File: src/hdl/assert_macros.svh
// ----------------------------------------------------------------------------
// Assertion macros shared by the rigid body integrator
// ----------------------------------------------------------------------------
`ifndef ASSERT_MACROS_SVH
`define ASSERT_MACROS_SVH

// Check that a condition holds at every clock edge outside reset
`define RBI_ASSERT_ALWAYS(label, clk, rst, cond, msg) \
   label: assert property (@(posedge clk) disable iff (rst) (cond)) else $error(msg);

// Check that a condition implies another in the same cycle
`define RBI_ASSERT_IMPLIES(label, clk, rst, ante, cons, msg) \
   label: assert property (@(posedge clk) disable iff (rst) (ante) |-> (cons)) \
      else $error(msg);

// Check that a condition implies another in the following cycle
`define RBI_ASSERT_NEXT(label, clk, rst, ante, cons, msg) \
   label: assert property (@(posedge clk) disable iff (rst) (ante) |=> (cons)) \
      else $error(msg);

`endif

File: src/hdl/rbi_pkg.sv
`timescale 1ns / 1ps
// ----------------------------------------------------------------------------
// rbi_pkg
// Shared types and constants of the 2D rigid body integrator: beat payloads,
// operation and register codes, and the controller-to-datapath command.
// ----------------------------------------------------------------------------
package rbi_pkg;

   // Configuration port
   localparam int CSR_ADDR_W = 5;
   localparam int CSR_DATA_W = 32;
   localparam int CFG_W      = 31;

   localparam logic [CFG_W-1:0] INV_MASS_RESET    = 31'd65536;
   localparam logic [CFG_W-1:0] INV_INERTIA_RESET = 31'd65536;
   localparam logic [CFG_W-1:0] TIME_STEP_RESET   = 31'd1092;

   // Micro-step counter width (longest program has 13 steps)
   localparam int STEP_W = 4;

   typedef enum logic [2:0] {
      CSR_INV_MASS    = 3'd0,
      CSR_INV_INERTIA = 3'd1,
      CSR_TIME_STEP   = 3'd2,
      CSR_MOVE_LOCK   = 3'd3,
      CSR_ROT_LOCK    = 3'd4
   } rbi_csr_type;

   typedef enum logic [2:0] {
      OP_ADD_FORCE     = 3'd0,
      OP_ADD_TORQUE    = 3'd1,
      OP_LIN_IMPULSE   = 3'd2,
      OP_ANG_IMPULSE   = 3'd3,
      OP_POINT_IMPULSE = 3'd4,
      OP_INTEG_FORCE   = 3'd5,
      OP_INTEG_VEL     = 3'd6
   } rbi_op_type;

   // Multiplier operand A sources
   typedef enum logic [3:0] {
      A_JX, A_JY, A_S, A_RX, A_RY, A_T, A_FX, A_FY, A_TQ, A_VX, A_VY, A_W
   } rbi_asel_type;

   // Multiplier operand B sources
   typedef enum logic [2:0] {
      B_IM, B_II, B_DT, B_JX, B_JY
   } rbi_bsel_type;

   // Saturating accumulate destinations
   typedef enum logic [2:0] {
      DST_VX, DST_VY, DST_W, DST_PX, DST_PY, DST_ANG
   } rbi_dst_type;

   typedef struct packed {
      logic [2:0]         op;
      logic signed [31:0] vec_x;
      logic signed [31:0] vec_y;
      logic signed [31:0] scalar_amount;
      logic signed [31:0] arm_x;
      logic signed [31:0] arm_y;
   } rbi_req_type;

   typedef struct packed {
      logic signed [31:0] pos_x;
      logic signed [31:0] pos_y;
      logic signed [31:0] angle;
      logic signed [31:0] vel_x;
      logic signed [31:0] vel_y;
      logic signed [31:0] spin_rate;
   } rbi_rsp_type;

   typedef struct packed {
      logic         capture;    // latch the request beat
      logic         mul_en;     // product <= A * B
      rbi_asel_type a_sel;
      rbi_bsel_type b_sel;
      logic         save_en;    // keep the previous product
      logic         rnd_en;     // temp <= rounded product
      logic         rnd_cross;  // round (kept - product) instead
      logic         acc_en;     // destination += temp, saturated
      rbi_dst_type  acc_dst;
      logic         add_force;
      logic         add_torque;
      logic         clear_acc;
      logic         rsp_load;   // snapshot state into the result register
   } rbi_cmd_type;

endpackage

File: src/hdl/rbi_datapath.sv
`timescale 1ns / 1ps
// ----------------------------------------------------------------------------
// rbi_datapath
// Body state registers, one shared 32x32 multiplier with product register,
// a rounding stage and one saturating accumulator, driven by step commands.
// ----------------------------------------------------------------------------
module rbi_datapath (
   input  logic                            clock,
   input  logic                            reset,
   input  rbi_pkg::rbi_cmd_type            cmd,
   input  rbi_pkg::rbi_req_type            req_data,
   input  logic [rbi_pkg::CFG_W-1:0]       inv_mass,
   input  logic [rbi_pkg::CFG_W-1:0]       inv_inertia,
   input  logic [rbi_pkg::CFG_W-1:0]       time_step,
   output rbi_pkg::rbi_rsp_type            rsp_data
);

   // Saturate a 50-bit value to the signed 32-bit range
   function automatic logic signed [31:0] sat32(input logic signed [49:0] v);
      logic signed [31:0] res;
      if (v[49:31] == {19{v[49]}}) begin
         res = v[31:0];
      end else if (v[49]) begin
         res = 32'sh8000_0000;
      end else begin
         res = 32'sh7FFF_FFFF;
      end
      return res;
   endfunction

   // Round half up from Q32.32 to Q16.16, then saturate
   function automatic logic signed [31:0] rescale(input logic signed [65:0] x);
      logic signed [65:0] q;
      q = x + 66'sd32768;
      return sat32($signed(q[65:16]));
   endfunction

   // Saturating 32-bit add
   function automatic logic signed [31:0] qadd(input logic signed [31:0] a,
                                               input logic signed [31:0] b);
      logic signed [32:0] s;
      logic signed [31:0] res;
      s = {a[31], a} + {b[31], b};
      if (s[32] != s[31]) begin
         res = s[32] ? 32'sh8000_0000 : 32'sh7FFF_FFFF;
      end else begin
         res = s[31:0];
      end
      return res;
   endfunction

   rbi_pkg::rbi_req_type item_ff, item_in;
   rbi_pkg::rbi_rsp_type rsp_ff, rsp_in;

   logic signed [31:0] px_ff, px_in, py_ff, py_in, ang_ff, ang_in;
   logic signed [31:0] vx_ff, vx_in, vy_ff, vy_in, w_ff, w_in;
   logic signed [31:0] fx_ff, fx_in, fy_ff, fy_in, tq_ff, tq_in;
   logic signed [63:0] p_ff, p_in, c_ff, c_in;
   logic signed [31:0] t_ff, t_in;

   logic signed [31:0] a_val, b_val;
   logic signed [63:0] prod;
   logic signed [65:0] rnd_src;
   logic signed [31:0] acc_cur, acc_sum;

   // Select multiplier operands
   always_comb begin
      case (cmd.a_sel)
         rbi_pkg::A_JX: a_val = item_ff.vec_x;
         rbi_pkg::A_JY: a_val = item_ff.vec_y;
         rbi_pkg::A_S:  a_val = item_ff.scalar_amount;
         rbi_pkg::A_RX: a_val = item_ff.arm_x;
         rbi_pkg::A_RY: a_val = item_ff.arm_y;
         rbi_pkg::A_T:  a_val = t_ff;
         rbi_pkg::A_FX: a_val = fx_ff;
         rbi_pkg::A_FY: a_val = fy_ff;
         rbi_pkg::A_TQ: a_val = tq_ff;
         rbi_pkg::A_VX: a_val = vx_ff;
         rbi_pkg::A_VY: a_val = vy_ff;
         rbi_pkg::A_W:  a_val = w_ff;
         default:       a_val = '0;
      endcase
      case (cmd.b_sel)
         rbi_pkg::B_IM: b_val = $signed({1'b0, inv_mass});
         rbi_pkg::B_II: b_val = $signed({1'b0, inv_inertia});
         rbi_pkg::B_DT: b_val = $signed({1'b0, time_step});
         rbi_pkg::B_JX: b_val = item_ff.vec_x;
         rbi_pkg::B_JY: b_val = item_ff.vec_y;
         default:       b_val = '0;
      endcase
   end

   // Exact signed product, sign-extended in the 64-bit context
   assign prod = a_val * b_val;

   // Rounding source: plain product or the lever-arm cross difference
   assign rnd_src = cmd.rnd_cross
      ? ({{2{c_ff[63]}}, c_ff} - {{2{p_ff[63]}}, p_ff})
      : {{2{p_ff[63]}}, p_ff};

   // Pick the accumulate destination and add the rounded temp
   always_comb begin
      case (cmd.acc_dst)
         rbi_pkg::DST_VX:  acc_cur = vx_ff;
         rbi_pkg::DST_VY:  acc_cur = vy_ff;
         rbi_pkg::DST_W:   acc_cur = w_ff;
         rbi_pkg::DST_PX:  acc_cur = px_ff;
         rbi_pkg::DST_PY:  acc_cur = py_ff;
         rbi_pkg::DST_ANG: acc_cur = ang_ff;
         default:          acc_cur = '0;
      endcase
   end

   assign acc_sum = qadd(acc_cur, t_ff);

   // Next values of the datapath registers
   always_comb begin
      item_in = cmd.capture ? req_data : item_ff;
      p_in    = cmd.mul_en ? prod : p_ff;
      c_in    = cmd.save_en ? p_ff : c_ff;
      t_in    = cmd.rnd_en ? rescale(rnd_src) : t_ff;

      px_in  = px_ff;
      py_in  = py_ff;
      ang_in = ang_ff;
      vx_in  = vx_ff;
      vy_in  = vy_ff;
      w_in   = w_ff;
      fx_in  = fx_ff;
      fy_in  = fy_ff;
      tq_in  = tq_ff;

      if (cmd.add_force) begin
         fx_in = qadd(fx_ff, item_ff.vec_x);
         fy_in = qadd(fy_ff, item_ff.vec_y);
      end
      if (cmd.add_torque) begin
         tq_in = qadd(tq_ff, item_ff.scalar_amount);
      end
      if (cmd.clear_acc) begin
         fx_in = '0;
         fy_in = '0;
         tq_in = '0;
      end
      if (cmd.acc_en) begin
         case (cmd.acc_dst)
            rbi_pkg::DST_VX:  vx_in  = acc_sum;
            rbi_pkg::DST_VY:  vy_in  = acc_sum;
            rbi_pkg::DST_W:   w_in   = acc_sum;
            rbi_pkg::DST_PX:  px_in  = acc_sum;
            rbi_pkg::DST_PY:  py_in  = acc_sum;
            rbi_pkg::DST_ANG: ang_in = acc_sum;
            default: ;
         endcase
      end

      rsp_in = rsp_ff;
      if (cmd.rsp_load) begin
         rsp_in.pos_x     = px_ff;
         rsp_in.pos_y     = py_ff;
         rsp_in.angle     = ang_ff;
         rsp_in.vel_x     = vx_ff;
         rsp_in.vel_y     = vy_ff;
         rsp_in.spin_rate = w_ff;
      end
   end

   // Hold body state; clear on reset
   always_ff @(posedge clock) begin
      if (reset) begin
         px_ff  <= '0;
         py_ff  <= '0;
         ang_ff <= '0;
         vx_ff  <= '0;
         vy_ff  <= '0;
         w_ff   <= '0;
         fx_ff  <= '0;
         fy_ff  <= '0;
         tq_ff  <= '0;
      end else begin
         px_ff  <= px_in;
         py_ff  <= py_in;
         ang_ff <= ang_in;
         vx_ff  <= vx_in;
         vy_ff  <= vy_in;
         w_ff   <= w_in;
         fx_ff  <= fx_in;
         fy_ff  <= fy_in;
         tq_ff  <= tq_in;
      end
   end

   // Advance payload and working registers
   always_ff @(posedge clock) begin
      item_ff <= item_in;
      p_ff    <= p_in;
      c_ff    <= c_in;
      t_ff    <= t_in;
      rsp_ff  <= rsp_in;
   end

   assign rsp_data = rsp_ff;

endmodule

File: src/hdl/rbi_ctrl.sv
`timescale 1ns / 1ps
// ----------------------------------------------------------------------------
// rbi_ctrl
// Sequencer: accepts a request beat, steps through the micro-program of its
// operation and the lock flags, then hands the body state to the result beat.
// ----------------------------------------------------------------------------
module rbi_ctrl (
   input  logic                 clock,
   input  logic                 reset,
   input  logic                 req_valid,
   input  logic [2:0]           req_op,
   output logic                 req_stall,
   output logic                 rsp_valid,
   input  logic                 rsp_stall,
   input  logic                 movement_locked,
   input  logic                 rotation_locked,
   output rbi_pkg::rbi_cmd_type cmd
);

   typedef enum logic [1:0] {
      ST_IDLE,
      ST_RUN,
      ST_WRITE
   } ctrl_state_type;

   ctrl_state_type               state_ff, state_in;
   logic [rbi_pkg::STEP_W-1:0]   step_ff, step_in;
   logic [2:0]                   op_ff, op_in;
   logic                         rsp_valid_ff, rsp_valid_in;
   logic                         last;
   logic                         slot_free;
   rbi_pkg::rbi_cmd_type         prog;

   // Micro-program: one command per step of the current operation
   always_comb begin
      prog = '0;
      last = 1'b0;
      case (op_ff)
         rbi_pkg::OP_ADD_FORCE: begin
            prog.add_force = 1'b1;
            last = 1'b1;
         end
         rbi_pkg::OP_ADD_TORQUE: begin
            prog.add_torque = 1'b1;
            last = 1'b1;
         end
         rbi_pkg::OP_LIN_IMPULSE: begin
            if (movement_locked) begin
               last = 1'b1;
            end else begin
               case (step_ff)
                  4'd0: begin
                     prog.mul_en = 1'b1; prog.a_sel = rbi_pkg::A_JX; prog.b_sel = rbi_pkg::B_IM;
                  end
                  4'd1: begin
                     prog.mul_en = 1'b1; prog.a_sel = rbi_pkg::A_JY; prog.b_sel = rbi_pkg::B_IM;
                     prog.rnd_en = 1'b1;
                  end
                  4'd2: begin
                     prog.rnd_en = 1'b1;
                     prog.acc_en = 1'b1; prog.acc_dst = rbi_pkg::DST_VX;
                  end
                  default: begin
                     prog.acc_en = 1'b1; prog.acc_dst = rbi_pkg::DST_VY;
                     last = 1'b1;
                  end
               endcase
            end
         end
         rbi_pkg::OP_ANG_IMPULSE: begin
            if (rotation_locked) begin
               last = 1'b1;
            end else begin
               case (step_ff)
                  4'd0: begin
                     prog.mul_en = 1'b1; prog.a_sel = rbi_pkg::A_S; prog.b_sel = rbi_pkg::B_II;
                  end
                  4'd1: prog.rnd_en = 1'b1;
                  default: begin
                     prog.acc_en = 1'b1; prog.acc_dst = rbi_pkg::DST_W;
                     last = 1'b1;
                  end
               endcase
            end
         end
         rbi_pkg::OP_POINT_IMPULSE: begin
            if (movement_locked || rotation_locked) begin
               last = 1'b1;
            end else begin
               case (step_ff)
                  4'd0: begin
                     prog.mul_en = 1'b1; prog.a_sel = rbi_pkg::A_JX; prog.b_sel = rbi_pkg::B_IM;
                  end
                  4'd1: begin
                     prog.mul_en = 1'b1; prog.a_sel = rbi_pkg::A_JY; prog.b_sel = rbi_pkg::B_IM;
                     prog.rnd_en = 1'b1;
                  end
                  4'd2: begin
                     prog.mul_en = 1'b1; prog.a_sel = rbi_pkg::A_RX; prog.b_sel = rbi_pkg::B_JY;
                     prog.rnd_en = 1'b1;
                     prog.acc_en = 1'b1; prog.acc_dst = rbi_pkg::DST_VX;
                  end
                  4'd3: begin
                     prog.mul_en = 1'b1; prog.a_sel = rbi_pkg::A_RY; prog.b_sel = rbi_pkg::B_JX;
                     prog.save_en = 1'b1;
                     prog.acc_en = 1'b1; prog.acc_dst = rbi_pkg::DST_VY;
                  end
                  4'd4: begin
                     prog.rnd_en = 1'b1; prog.rnd_cross = 1'b1;
                  end
                  4'd5: begin
                     prog.mul_en = 1'b1; prog.a_sel = rbi_pkg::A_T; prog.b_sel = rbi_pkg::B_II;
                  end
                  4'd6: prog.rnd_en = 1'b1;
                  default: begin
                     prog.acc_en = 1'b1; prog.acc_dst = rbi_pkg::DST_W;
                     last = 1'b1;
                  end
               endcase
            end
         end
         rbi_pkg::OP_INTEG_FORCE: begin
            if (movement_locked) begin
               last = 1'b1;
            end else begin
               case (step_ff)
                  4'd0: begin
                     prog.mul_en = 1'b1; prog.a_sel = rbi_pkg::A_FX; prog.b_sel = rbi_pkg::B_IM;
                  end
                  4'd1: prog.rnd_en = 1'b1;
                  4'd2: begin
                     prog.mul_en = 1'b1; prog.a_sel = rbi_pkg::A_T; prog.b_sel = rbi_pkg::B_DT;
                  end
                  4'd3: begin
                     prog.mul_en = 1'b1; prog.a_sel = rbi_pkg::A_FY; prog.b_sel = rbi_pkg::B_IM;
                     prog.rnd_en = 1'b1;
                  end
                  4'd4: begin
                     prog.rnd_en = 1'b1;
                     prog.acc_en = 1'b1; prog.acc_dst = rbi_pkg::DST_VX;
                  end
                  4'd5: begin
                     prog.mul_en = 1'b1; prog.a_sel = rbi_pkg::A_T; prog.b_sel = rbi_pkg::B_DT;
                  end
                  4'd6: prog.rnd_en = 1'b1;
                  4'd7: begin
                     prog.acc_en = 1'b1; prog.acc_dst = rbi_pkg::DST_VY;
                     last = rotation_locked;
                  end
                  4'd8: begin
                     prog.mul_en = 1'b1; prog.a_sel = rbi_pkg::A_TQ; prog.b_sel = rbi_pkg::B_II;
                  end
                  4'd9: prog.rnd_en = 1'b1;
                  4'd10: begin
                     prog.mul_en = 1'b1; prog.a_sel = rbi_pkg::A_T; prog.b_sel = rbi_pkg::B_DT;
                  end
                  4'd11: prog.rnd_en = 1'b1;
                  default: begin
                     prog.acc_en = 1'b1; prog.acc_dst = rbi_pkg::DST_W;
                     prog.clear_acc = 1'b1;
                     last = 1'b1;
                  end
               endcase
            end
         end
         rbi_pkg::OP_INTEG_VEL: begin
            if (movement_locked) begin
               last = 1'b1;
            end else begin
               case (step_ff)
                  4'd0: begin
                     prog.mul_en = 1'b1; prog.a_sel = rbi_pkg::A_VX; prog.b_sel = rbi_pkg::B_DT;
                  end
                  4'd1: begin
                     prog.mul_en = 1'b1; prog.a_sel = rbi_pkg::A_VY; prog.b_sel = rbi_pkg::B_DT;
                     prog.rnd_en = 1'b1;
                  end
                  4'd2: begin
                     prog.mul_en = 1'b1; prog.a_sel = rbi_pkg::A_W; prog.b_sel = rbi_pkg::B_DT;
                     prog.rnd_en = 1'b1;
                     prog.acc_en = 1'b1; prog.acc_dst = rbi_pkg::DST_PX;
                  end
                  4'd3: begin
                     prog.rnd_en = 1'b1;
                     prog.acc_en = 1'b1; prog.acc_dst = rbi_pkg::DST_PY;
                     last = rotation_locked;
                  end
                  default: begin
                     prog.acc_en = 1'b1; prog.acc_dst = rbi_pkg::DST_ANG;
                     last = 1'b1;
                  end
               endcase
            end
         end
         default: begin
            last = 1'b1;
         end
      endcase
   end

   // Result register may take a new snapshot when empty or being drained
   assign slot_free = !rsp_valid_ff || !rsp_stall;

   // Next state, step and command
   always_comb begin
      state_in     = state_ff;
      step_in      = step_ff;
      op_in        = op_ff;
      rsp_valid_in = rsp_valid_ff && rsp_stall;
      cmd          = '0;
      case (state_ff)
         ST_IDLE: begin
            if (req_valid) begin
               cmd.capture = 1'b1;
               op_in       = req_op;
               step_in     = '0;
               state_in    = ST_RUN;
            end
         end
         ST_RUN: begin
            cmd = prog;
            if (last) begin
               state_in = ST_WRITE;
            end else begin
               step_in = step_ff + 1'b1;
            end
         end
         ST_WRITE: begin
            if (slot_free) begin
               cmd.rsp_load = 1'b1;
               rsp_valid_in = 1'b1;
               state_in     = ST_IDLE;
            end
         end
         default: begin
            state_in = ST_IDLE;
         end
      endcase
   end

   // Hold state and registered outputs
   always_ff @(posedge clock) begin
      if (reset) begin
         state_ff     <= ST_IDLE;
         step_ff      <= '0;
         op_ff        <= '0;
         rsp_valid_ff <= 1'b0;
      end else begin
         state_ff     <= state_in;
         step_ff      <= step_in;
         op_ff        <= op_in;
         rsp_valid_ff <= rsp_valid_in;
      end
   end

   assign req_stall = (state_ff != ST_IDLE);
   assign rsp_valid = rsp_valid_ff;

endmodule

File: src/hdl/rigid_body_2d_integrator.sv
`timescale 1ns / 1ps
// Each request beat runs the micro-program of its operation, whose step count
// is 1 for add force, add torque, the unused code and every locked case;
// 4 linear impulse, 3 angular impulse, 8 point impulse, 13 (8 with rotation
// locked) integrate forces, 5 (4) integrate velocities. A new request beat is
// taken only after the last result is loaded, which waits while a stalled result is held.
// Reset (synchronous): body state cleared, registers back to defaults, idle.
// ----------------------------------------------------------------------------
// rigid_body_2d_integrator
// Top level of the 2D rigid body integrator: register file on the APB-style
// port, sequencer and datapath, result beat register.
// ----------------------------------------------------------------------------
`include "assert_macros.svh"

module rigid_body_2d_integrator (
   input  logic                              clock,
   input  logic                              reset,
   input  logic                              req_valid,
   output logic                              req_stall,
   input  rbi_pkg::rbi_req_type              req_data,
   output logic                              rsp_valid,
   input  logic                              rsp_stall,
   output rbi_pkg::rbi_rsp_type              rsp_data,
   input  logic                              csr_psel,
   input  logic                              csr_penable,
   input  logic                              csr_pwrite,
   input  logic [rbi_pkg::CSR_ADDR_W-1:0]    csr_paddr,
   input  logic [rbi_pkg::CSR_DATA_W-1:0]    csr_pwdata,
   output logic [rbi_pkg::CSR_DATA_W-1:0]    csr_prdata,
   output logic                              csr_pready
);

   logic [rbi_pkg::CFG_W-1:0] inv_mass_ff, inv_mass_in;
   logic [rbi_pkg::CFG_W-1:0] inv_inertia_ff, inv_inertia_in;
   logic [rbi_pkg::CFG_W-1:0] time_step_ff, time_step_in;
   logic                      move_lock_ff, move_lock_in;
   logic                      rot_lock_ff, rot_lock_in;
   logic                      csr_wr;
   logic [2:0]                csr_idx;
   rbi_pkg::rbi_cmd_type      cmd;

   assign csr_pready = 1'b1;
   assign csr_wr     = csr_psel && csr_penable && csr_pwrite;
   assign csr_idx    = csr_paddr[4:2];

   // Decode register writes
   always_comb begin
      inv_mass_in    = inv_mass_ff;
      inv_inertia_in = inv_inertia_ff;
      time_step_in   = time_step_ff;
      move_lock_in   = move_lock_ff;
      rot_lock_in    = rot_lock_ff;
      if (csr_wr) begin
         case (csr_idx)
            rbi_pkg::CSR_INV_MASS:    inv_mass_in    = csr_pwdata[rbi_pkg::CFG_W-1:0];
            rbi_pkg::CSR_INV_INERTIA: inv_inertia_in = csr_pwdata[rbi_pkg::CFG_W-1:0];
            rbi_pkg::CSR_TIME_STEP:   time_step_in   = csr_pwdata[rbi_pkg::CFG_W-1:0];
            rbi_pkg::CSR_MOVE_LOCK:   move_lock_in   = csr_pwdata[0];
            rbi_pkg::CSR_ROT_LOCK:    rot_lock_in    = csr_pwdata[0];
            default: ;
         endcase
      end
   end

   // Hold configuration registers
   always_ff @(posedge clock) begin
      if (reset) begin
         inv_mass_ff    <= rbi_pkg::INV_MASS_RESET;
         inv_inertia_ff <= rbi_pkg::INV_INERTIA_RESET;
         time_step_ff   <= rbi_pkg::TIME_STEP_RESET;
         move_lock_ff   <= 1'b0;
         rot_lock_ff    <= 1'b0;
      end else begin
         inv_mass_ff    <= inv_mass_in;
         inv_inertia_ff <= inv_inertia_in;
         time_step_ff   <= time_step_in;
         move_lock_ff   <= move_lock_in;
         rot_lock_ff    <= rot_lock_in;
      end
   end

   // Read back registers
   always_comb begin
      case (csr_idx)
         rbi_pkg::CSR_INV_MASS:    csr_prdata = {1'b0, inv_mass_ff};
         rbi_pkg::CSR_INV_INERTIA: csr_prdata = {1'b0, inv_inertia_ff};
         rbi_pkg::CSR_TIME_STEP:   csr_prdata = {1'b0, time_step_ff};
         rbi_pkg::CSR_MOVE_LOCK:   csr_prdata = {31'd0, move_lock_ff};
         rbi_pkg::CSR_ROT_LOCK:    csr_prdata = {31'd0, rot_lock_ff};
         default:                  csr_prdata = '0;
      endcase
   end

   rbi_ctrl u_ctrl (
      .clock           (clock),
      .reset           (reset),
      .req_valid       (req_valid),
      .req_op          (req_data.op),
      .req_stall       (req_stall),
      .rsp_valid       (rsp_valid),
      .rsp_stall       (rsp_stall),
      .movement_locked (move_lock_ff),
      .rotation_locked (rot_lock_ff),
      .cmd             (cmd)
   );

   rbi_datapath u_datapath (
      .clock       (clock),
      .reset       (reset),
      .cmd         (cmd),
      .req_data    (req_data),
      .inv_mass    (inv_mass_ff),
      .inv_inertia (inv_inertia_ff),
      .time_step   (time_step_ff),
      .rsp_data    (rsp_data)
   );

   // Never overwrite a result beat that is still stalled
   `RBI_ASSERT_IMPLIES(a_no_rsp_overwrite, clock, reset, cmd.rsp_load, !(rsp_valid && rsp_stall), "result overwritten while stalled")

   // An accepted beat keeps the input stalled while it is worked on
   `RBI_ASSERT_NEXT(a_busy_after_accept, clock, reset, req_valid && !req_stall, req_stall, "input not stalled after accept")

   // Datapath updates only happen while an item is in flight
   `RBI_ASSERT_IMPLIES(a_work_while_busy, clock, reset, cmd.mul_en || cmd.acc_en || cmd.add_force || cmd.add_torque, req_stall, "datapath active while idle")

   // Linear state never moves while movement is locked
   `RBI_ASSERT_IMPLIES(a_move_lock, clock, reset, cmd.acc_en && (cmd.acc_dst == rbi_pkg::DST_VX || cmd.acc_dst == rbi_pkg::DST_VY || cmd.acc_dst == rbi_pkg::DST_PX || cmd.acc_dst == rbi_pkg::DST_PY), !move_lock_ff, "linear update while locked")

endmodule

File: config.mk
export PLATFORM = sky130hd
export DESIGN_NAME = rigid_body_2d_integrator
export DESIGN_NICKNAME = d
export VERILOG_FILES = /design/src/hdl/rbi_pkg.sv /design/src/hdl/rbi_datapath.sv /design/src/hdl/rbi_ctrl.sv /design/src/hdl/rigid_body_2d_integrator.sv
export VERILOG_INCLUDE_DIRS = /design/src /design/src/hdl
export SDC_FILE = /design/constraint.sdc
export NUM_CORES = 2
export LEC_CHECK = 0
export ABC_CLOCK_PERIOD_IN_PS = 18800
export CAP_MARGIN = 20
export CORE_MARGIN = 5
export CORE_UTILIZATION = 50
export CTS_BUF_LIST = sky130_fd_sc_hd__clkbuf_2
export DETAILED_ROUTE_END_ITERATION = 8
export DONT_BUFFER_PORTS = 1
export SYNTH_ARGS = -nofsm -noshare
export SYNTH_HDL_FRONTEND = slang
export SYNTH_SLANG_ARGS = --single-unit
File: constraint.sdc
create_clock -name clock -period 18.8 [get_ports clock]
set_input_delay 0.94 -clock clock [delete_from_list [all_inputs] [get_ports clock]]
set_output_delay 0.94 -clock clock [all_outputs]
set_load 0.02 [all_outputs]
Yosys cells after proc, flatten, opt, wreduce, memory -nomap -nowiden

Index checks and enable logic that the tools add are counted.

Flip-flop bits (word level): 905
Bits of input ports: 207
Output and inout port bits: 227
Word-level logic and storage cells: 215

$add $sub $neg: 7
$mul: 1
Equal/unequal tests: 52
Muxes and demuxes: 80
Reduce and logical (&&, ||, !) cells: 43

Operators with widths:

| cell                     | number |
|---|---|
| $pmux W32 S12            | 1 |
| $mux W32                 | 10 |
| $pmux W32 S6             | 1 |
| $pmux W32 S5             | 1 |
| $pmux W31 S5             | 1 |
| $add A32 B32 Y33         | 4 |
| $pmux W8 S5              | 2 |
| $add A66 B17 Y66 const B | 1 |
| $mux W66                 | 1 |
| $sub A64 B64 Y65         | 1 |
| $mul A32 B32 Y64         | 1 |
| $mux W8                  | 5 |
| $pmux W4 S3              | 3 |
| $eq A4 B3 Y1 const B     | 8 |
| $eq A4 B4 Y1 const B     | 8 |
| $mux W1                  | 32 |
| $pmux W8 S4              | 1 |
| $mux W4                  | 7 |
| $eq A3 B2 Y1 const B     | 8 |
| $pmux W8 S3              | 1 |
| $reduce_and A2 Y1        | 12 |
| $eq A3 B3 Y1 const B     | 7 |
| $pmux W4 S5              | 1 |
| $eq A18 B18 Y1           | 1 |
| other kinds (34)         | 65 |

Longest topological paths before layout

Depth after elaboration: 11
Mapped depth: 53

Modules after synthesis

A second synthesis with hierarchy kept.

Cell total of the unflattened synthesis: 8561
Area total of the unflattened synthesis: 82092.5 µm²

Modules (own cells, without submodules):

| module                   | times used | cells an instance | area each (µm²) | seq. area each (µm²) |
|---|---|---|---|---|
| rbi_datapath             | 1          | 7892              | 76052.9         | 21140.3 |
| rigid_body_2d_integrator | 1          | 475               | 4715.8          | 1901.8 |
| rbi_ctrl                 | 1          | 194               | 1323.8          | 200.2 |

Worst setup path before layout

No wires, ideal clock.

Path kind: reg-to-reg
From: reg u_ctrl.step_ff[0] (netlist bit)
To: reg u_datapath.p_ff[62], data pin
Arrival time: 11.501 ns
Required time: 18.536 ns
Path slack: 7.035 ns
Stages on the path, launching flop included: 46
Path buffers: 5
Path through: dfxtp_1 -> inv_1 -> ha_1 -> clkbuf_1 -> o21ai_0 -> and2_0 -> clkbuf_1 -> nor3_1 -> a31o_2 -> inv_1 -> a21oi_1 -> nor2_1 -> clkbuf_1 -> clkbuf_1 -> a22oi_1 -> nand4_1 -> a2111oi_1 -> clkbuf_1 -> (+10 left out) -> fa_1 -> ha_1 -> a21o_1 -> a21o_1 -> a21oi_1 -> a21boi_0 -> a311o_1 -> o21ai_0 -> o31ai_1 -> a311o_1 -> a31oi_1 -> o31ai_1 -> a21oi_1 -> o211ai_1 -> a31o_2 -> a21o_1 -> a221oi_1 -> xnor2_1

Longest elaborated chain between the ends: 9

RTL lines:

| element                                       | RTL line                               | RTL |
|---|---|---|
| start: declaration                            | rbi_ctrl.sv:27                         | `logic [rbi_pkg::STEP_W-1:0] step_ff, step_in;` |
| start signal: assignment                      | rbi_ctrl.sv:250                        | `step_ff <= step_in;` |
| $eq A4 B3 Y1, or another cell as far along    | rbi_ctrl.sv:90, rbi_ctrl.sv:126        |  |
| $reduce_or A3 Y1 (no line)                    | n/a                                    |  |
| $pmux W8 S4                                   | rbi_ctrl.sv:126                        | `case (step_ff)` |
| $mux W8                                       | rbi_ctrl.sv:123                        | `if (movement_locked) begin` |
| $pmux W8 S5 (*)                               | rbi_ctrl.sv:38                         | `case (op_ff)` |
| $mux W18 (*)                                  | rbi_ctrl.sv:211                        | `case (state_ff)` |
| $eq A4 B4 Y1, or another cell as far along    | rbi_datapath.sv:68                     | `case (cmd.a_sel)` |
| $pmux W32 S12 or $pmux W32 S5 (tied branches) | rbi_datapath.sv:68, rbi_datapath.sv:83 |  |
| $mul A32 B32 Y64 (*)                          | rbi_datapath.sv:94                     | `assign prod = a_val * b_val;` |
| named net u_datapath.prod[62]                 | rbi_datapath.sv:62                     | `logic signed [63:0] prod;` |
| end signal: assignment                        | rbi_datapath.sv:196                    | `p_ff <= p_in;` |
| end: declaration                              | rbi_datapath.sv:58                     | `logic signed [63:0] p_ff, p_in, c_ff, c_in;` |

The timed path passes the listed nets; every way through them passes the cells marked *.
A chain may end at the register's enable or synchronous reset.

Worst setup path in the final report

From: reg u_ctrl.op_ff[2]
To: reg u_datapath.p_ff[62], data pin

Longest elaborated chain between the ends: 6

RTL lines:

| element                                       | RTL line                               | RTL |
|---|---|---|
| start: declaration                            | rbi_ctrl.sv:28                         | `logic [2:0] op_ff, op_in;` |
| start signal: assignment                      | rbi_ctrl.sv:251                        | `op_ff <= op_in;` |
| $eq A3 B3 Y1 or $eq A3 B2 Y1 (tied branches)  | rbi_ctrl.sv:38                         |  |
| $pmux W8 S5 (*)                               | rbi_ctrl.sv:38                         |  |
| $mux W18 (*)                                  | rbi_ctrl.sv:211                        |  |
| $eq A4 B4 Y1, or another cell as far along    | rbi_datapath.sv:68                     |  |
| $pmux W32 S12 or $pmux W32 S5 (tied branches) | rbi_datapath.sv:68, rbi_datapath.sv:83 |  |
| $mul A32 B32 Y64 (*)                          | rbi_datapath.sv:94                     |  |
| named net u_datapath.prod[62]                 | rbi_datapath.sv:62                     |  |

Marked as above.

==> key figures <==
Status
  – Status: completed

Timing
  – Setup TNS: 0 ns
  – Slew HR: 0.158
  – Final Skew: 0.264 ns
  – Worst Tran Pin Value: 1.26 ns
  – F_max: 0.0682 GHz
  – RSZ-0062 raised after global routing: false
  – Fin. max-slew vios: 0
  – Worst Slack Setup Final: 4.14 ns
  – Final setup vio count: 0
  – Period utilisation layout: 0.780
  – Min cycle time layout: 14.66 ns
  – Final hold violations: 0

Synth
  – EDFF count, synth: 512
  – Synth top area share: 0.261
  – Netlist area before placement: 0.0832 mm^2
  – Area leader, netlist: fa_1
  – Post-synth ARST share: 0
  – Synth cell types: 114
  – Syn. warnings: 0
  – Syn nets: 10.6k
  – FF+latch count, synth: 905
  – Avg Inst Size Synth: 9.28 um^2
  – Post-synthesis sequential area ratio: 0.279
  – Cells after Synth: 8962
  – Top_reg_cell synth: edfxtp_1
  – Top post-synthesis cells by area: fa_1, edfxtp_1, dfxtp_1, ha_1, nand2_1

Clock network
  – Longest Clk Path Bufs: 3
  – H-tree Lvls: 4
  – Sink Count: 905
  – Total CTS buffers: 229
  – CTS tree: built
  – Root buffer cell: clkbuf_2
  – Later-pin clock latency in the skew report: 1.95 ns
  – Worst-path clk slew: 0.12 ns

Critical path
  – Crit path launch type: register
  – Kind of critical path: reg2reg
  – CP Data Required Time: 20.44 ns
  – R2r setup slk: 4.14 ns
  – Worst Setup End Kind: register
  – Most used cell, CP: fa_1
  – Delay-heaviest family, CP: compound AO/OA/AOI/OAI gates
  – Slowest CP cell: a2111o_1
  – Max incr delay on CP: 0.87 ns
  – Critical Path Fanout Max: 17
  – Worst Path Arrival: 16.31 ns
  – CP Buf/Inv Count: 5

Floorplanning
  – Starting Density: 0.503
  – Core box area: 0.165 mm^2
  – Total I/O pin count: 434
  – Row cnt: 149
  – Die Width: 418 um
  – Die Y: 418 um
  – Full die area: 0.175 mm^2

Hold path
  – Worst hold path type: in2reg

Cells and area
  – Layout cell share with drive strength beyond 1: 0.0760
  – Cell area after layout: 0.0933 mm^2
  – Number of nets in the final layout: 11.1k
  – Non-filler instance count after layout: 11.8k
  – Area Overhead vs Synth: 12.1%
  – Fin util: 0.565
  – Fillers: 14.9k

GRT
  – Total gr overflow: 0
  – Vias in the first global route: 72.0k
  – Initial antenna violation count: 38
  – Pin count of the biggest net entering global routing: 169
  – First-pass GRT wire length: 478 mm
  – GRT Overall Usage: 0.374

Route
  – Starting DRT DRC Count: 8214
  – Drt drc: 0
  – DR pass1 iterations: 8
  – Total number of vias: 72.3k
  – Wire per inst: 27.9 um
  – Antenna Violating Nets Remaining: 0
  – Via-per-instance ratio: 6.12
  – WL final: 330 mm

Placement
  – Port bufs: 0
  – Worst slack at placement: 4.53 ns
  – Post-Place Cell Area: 0.0859 mm^2
  – Placed insts: 10.9k
  – Final GP Congestion: 0.980
  – Hpwl dp: 243 mm

Run
  – Maxcap violations: 0

Pwr
  – Leakage power: 40.1 nW
  – Peak supply drop: 0.0585 mV
  – PwrDens: 51.9 mW/mm^2
-- cell usage after synthesis, types with 24 or more instances --
| cell type | count |
|---|---|
| a211oi_1 | 32 |
| a21o_1 | 107 |
| a21oi_1 | 496 |
| a221oi_1 | 57 |
| a22o_1 | 36 |
| a22oi_1 | 155 |
| a31oi_1 | 57 |
| and2_1 | 70 |
| and3_1 | 60 |
| and4_1 | 31 |
| buf_1 | 25 |
| clkbuf_1 | 402 |
| dfxtp_1 | 393 |
| edfxtp_1 | 512 |
| fa_1 | 1086 |
| ha_1 | 380 |
| inv_1 | 1200 |
| mux2i_1 | 145 |
| nand2_1 | 1208 |
| nand2b_1 | 47 |
| nand3_1 | 98 |
| nand4_1 | 69 |
| nor2_1 | 842 |
| nor2b_1 | 47 |
| nor3_1 | 106 |
| nor4_1 | 25 |
| o211ai_1 | 26 |
| o21a_1 | 50 |
| o21ai_0 | 518 |
| o21ai_1 | 59 |
| o21bai_1 | 28 |
| o31ai_1 | 24 |
| or3_1 | 32 |
| xnor2_1 | 155 |
| xor2_1 | 65 |
-- cell type report --
type | instances | area (um^2) | area share
Clock inverter | 97 | 744 | 0.00798
Timing Repair Buffer | 643 | 6130 | 0.0657
Clock buffer | 336 | 1680 | 0.0180
Sequential cell | 905 | 23200 | 0.249
Multi-Input combinational cell | 6397 | 54100 | 0.580
Tap cell | 2189 | 2740 | 0.0294
Inverter | 1201 | 4510 | 0.0483
Antenna cell | 35 | 87.6 | 0.000939
-- kinds of logic after synthesis --
| logic type | Yosys count | share of synthesized area |
|---|---|---|
| and+or+nand+nor | 2712 | 0.143 |
| AOI/OAI and AO/OA | 1832 | 0.140 |
| adders and majority gates | 1481 | 0.320 |
| other | 2 | 0.0000903 |
| muxes | 150 | 0.0184 |
| xor gates and xnor gates | 220 | 0.0232 |
| DFF | 905 | 0.279 |
| buffers and inverters | 1660 | 0.0760 |
-- where the power goes --
part           switching (mW)  internal (mW)  total [mW]
combinational           0.651          0.367        1.02
sequential             0.0999           2.16        2.26
clock                   0.964          0.603        1.57
total                    1.72           3.13        4.84
-- registers in the layout (all words and copies together), names as in the netlist, 64 cells and up --
register and count:
u_datapath.p_ff 64, u_datapath.c_ff 64, u_datapath.rsp_data 192, u_datapath.item_ff 160
-- worst reg2reg max path, delay by kind of cell (launching register included) --
kind                       cells  cell delay, ns
xor gates and xnor gates       1            0.30
and+or+nand+nor                8            3.09
adders and majority gates      9            4.40
AOI/OAI and AO/OA             15            5.15
DFF                            1            0.75
buffers and inverters          5            0.71
-- per-layer routing --
| layer | share of wire | vias to the layer above | wire length, um | track usage |
|---|---|---|---|---|
| li1 | - | 30800 | - | - |
| met1 | 0.37 | 36000 | 124000 | 0.473 |
| met2 | 0.44 | 4354 | 144000 | 0.569 |
| met3 | 0.11 | 1047 | 37800 | 0.108 |
| met4 | 0.074 | 22 | 24500 | 0.230 |
| met5 | 0.00051 | - | 169 | 0 |
-- metrics by stage --
step,hold WS [ns],power (mW)
after floorplan,0.426,2.87
after detailed placement,0.437,3.21
after CTS,0.000232,4.82
after global routing,0.0716,5.05
final,0.176,4.84
after global placement,0.434,3.19
-- layout by cell type (no fill, tap or decap), types with 36 or more instances in the layout --
master and count:
a21o_1 107, a21oi_1 485, a221oi_1 56, a22o_1 36, a22oi_1 155, a31oi_1 56, and2_1 69, and3_1 58
buf_4 165, clkbuf_2 336, clkinv_1 57, dfxtp_1 393, dlygate4sd3_1 471, edfxtp_1 512, fa_1 1086, ha_1 380
inv_1 1200, mux2i_1 145, nand2_1 1208, nand2b_1 47, nand3_1 95, nand4_1 69, nor2_1 818, nor2b_1 45
nor3_1 103, o21a_1 44, o21ai_0 511, o21ai_1 51, xnor2_1 154, xor2_1 64
-- what timing repair did --
item / 4_1_cts / 5_1_grt
hold buffers: 473 / 0
buffers inserted: 0 / 0
gates resized for setup: 0 / 0
hold endpoints to repair: 850 / 0
-- worst paths after layout --
kind / from / to / cells past startpoint
setup / recovery: u_ctrl.op_ff[2]$_SDFFE_PP0P_ / u_datapath.p_ff[62]$_DFFE_PP_ / 38
hold / removal: req_data[126] / u_datapath.item_ff[126]$_DFFE_PP_ / 2
setup reg to reg: u_ctrl.op_ff[2]$_SDFFE_PP0P_ / u_datapath.p_ff[62]$_DFFE_PP_ / 38
hold reg to reg: u_datapath.p_ff[3]$_DFFE_PP_ / u_datapath.c_ff[3]$_DFFE_PP_ / 0
Power figures use the tool's default switching activity.
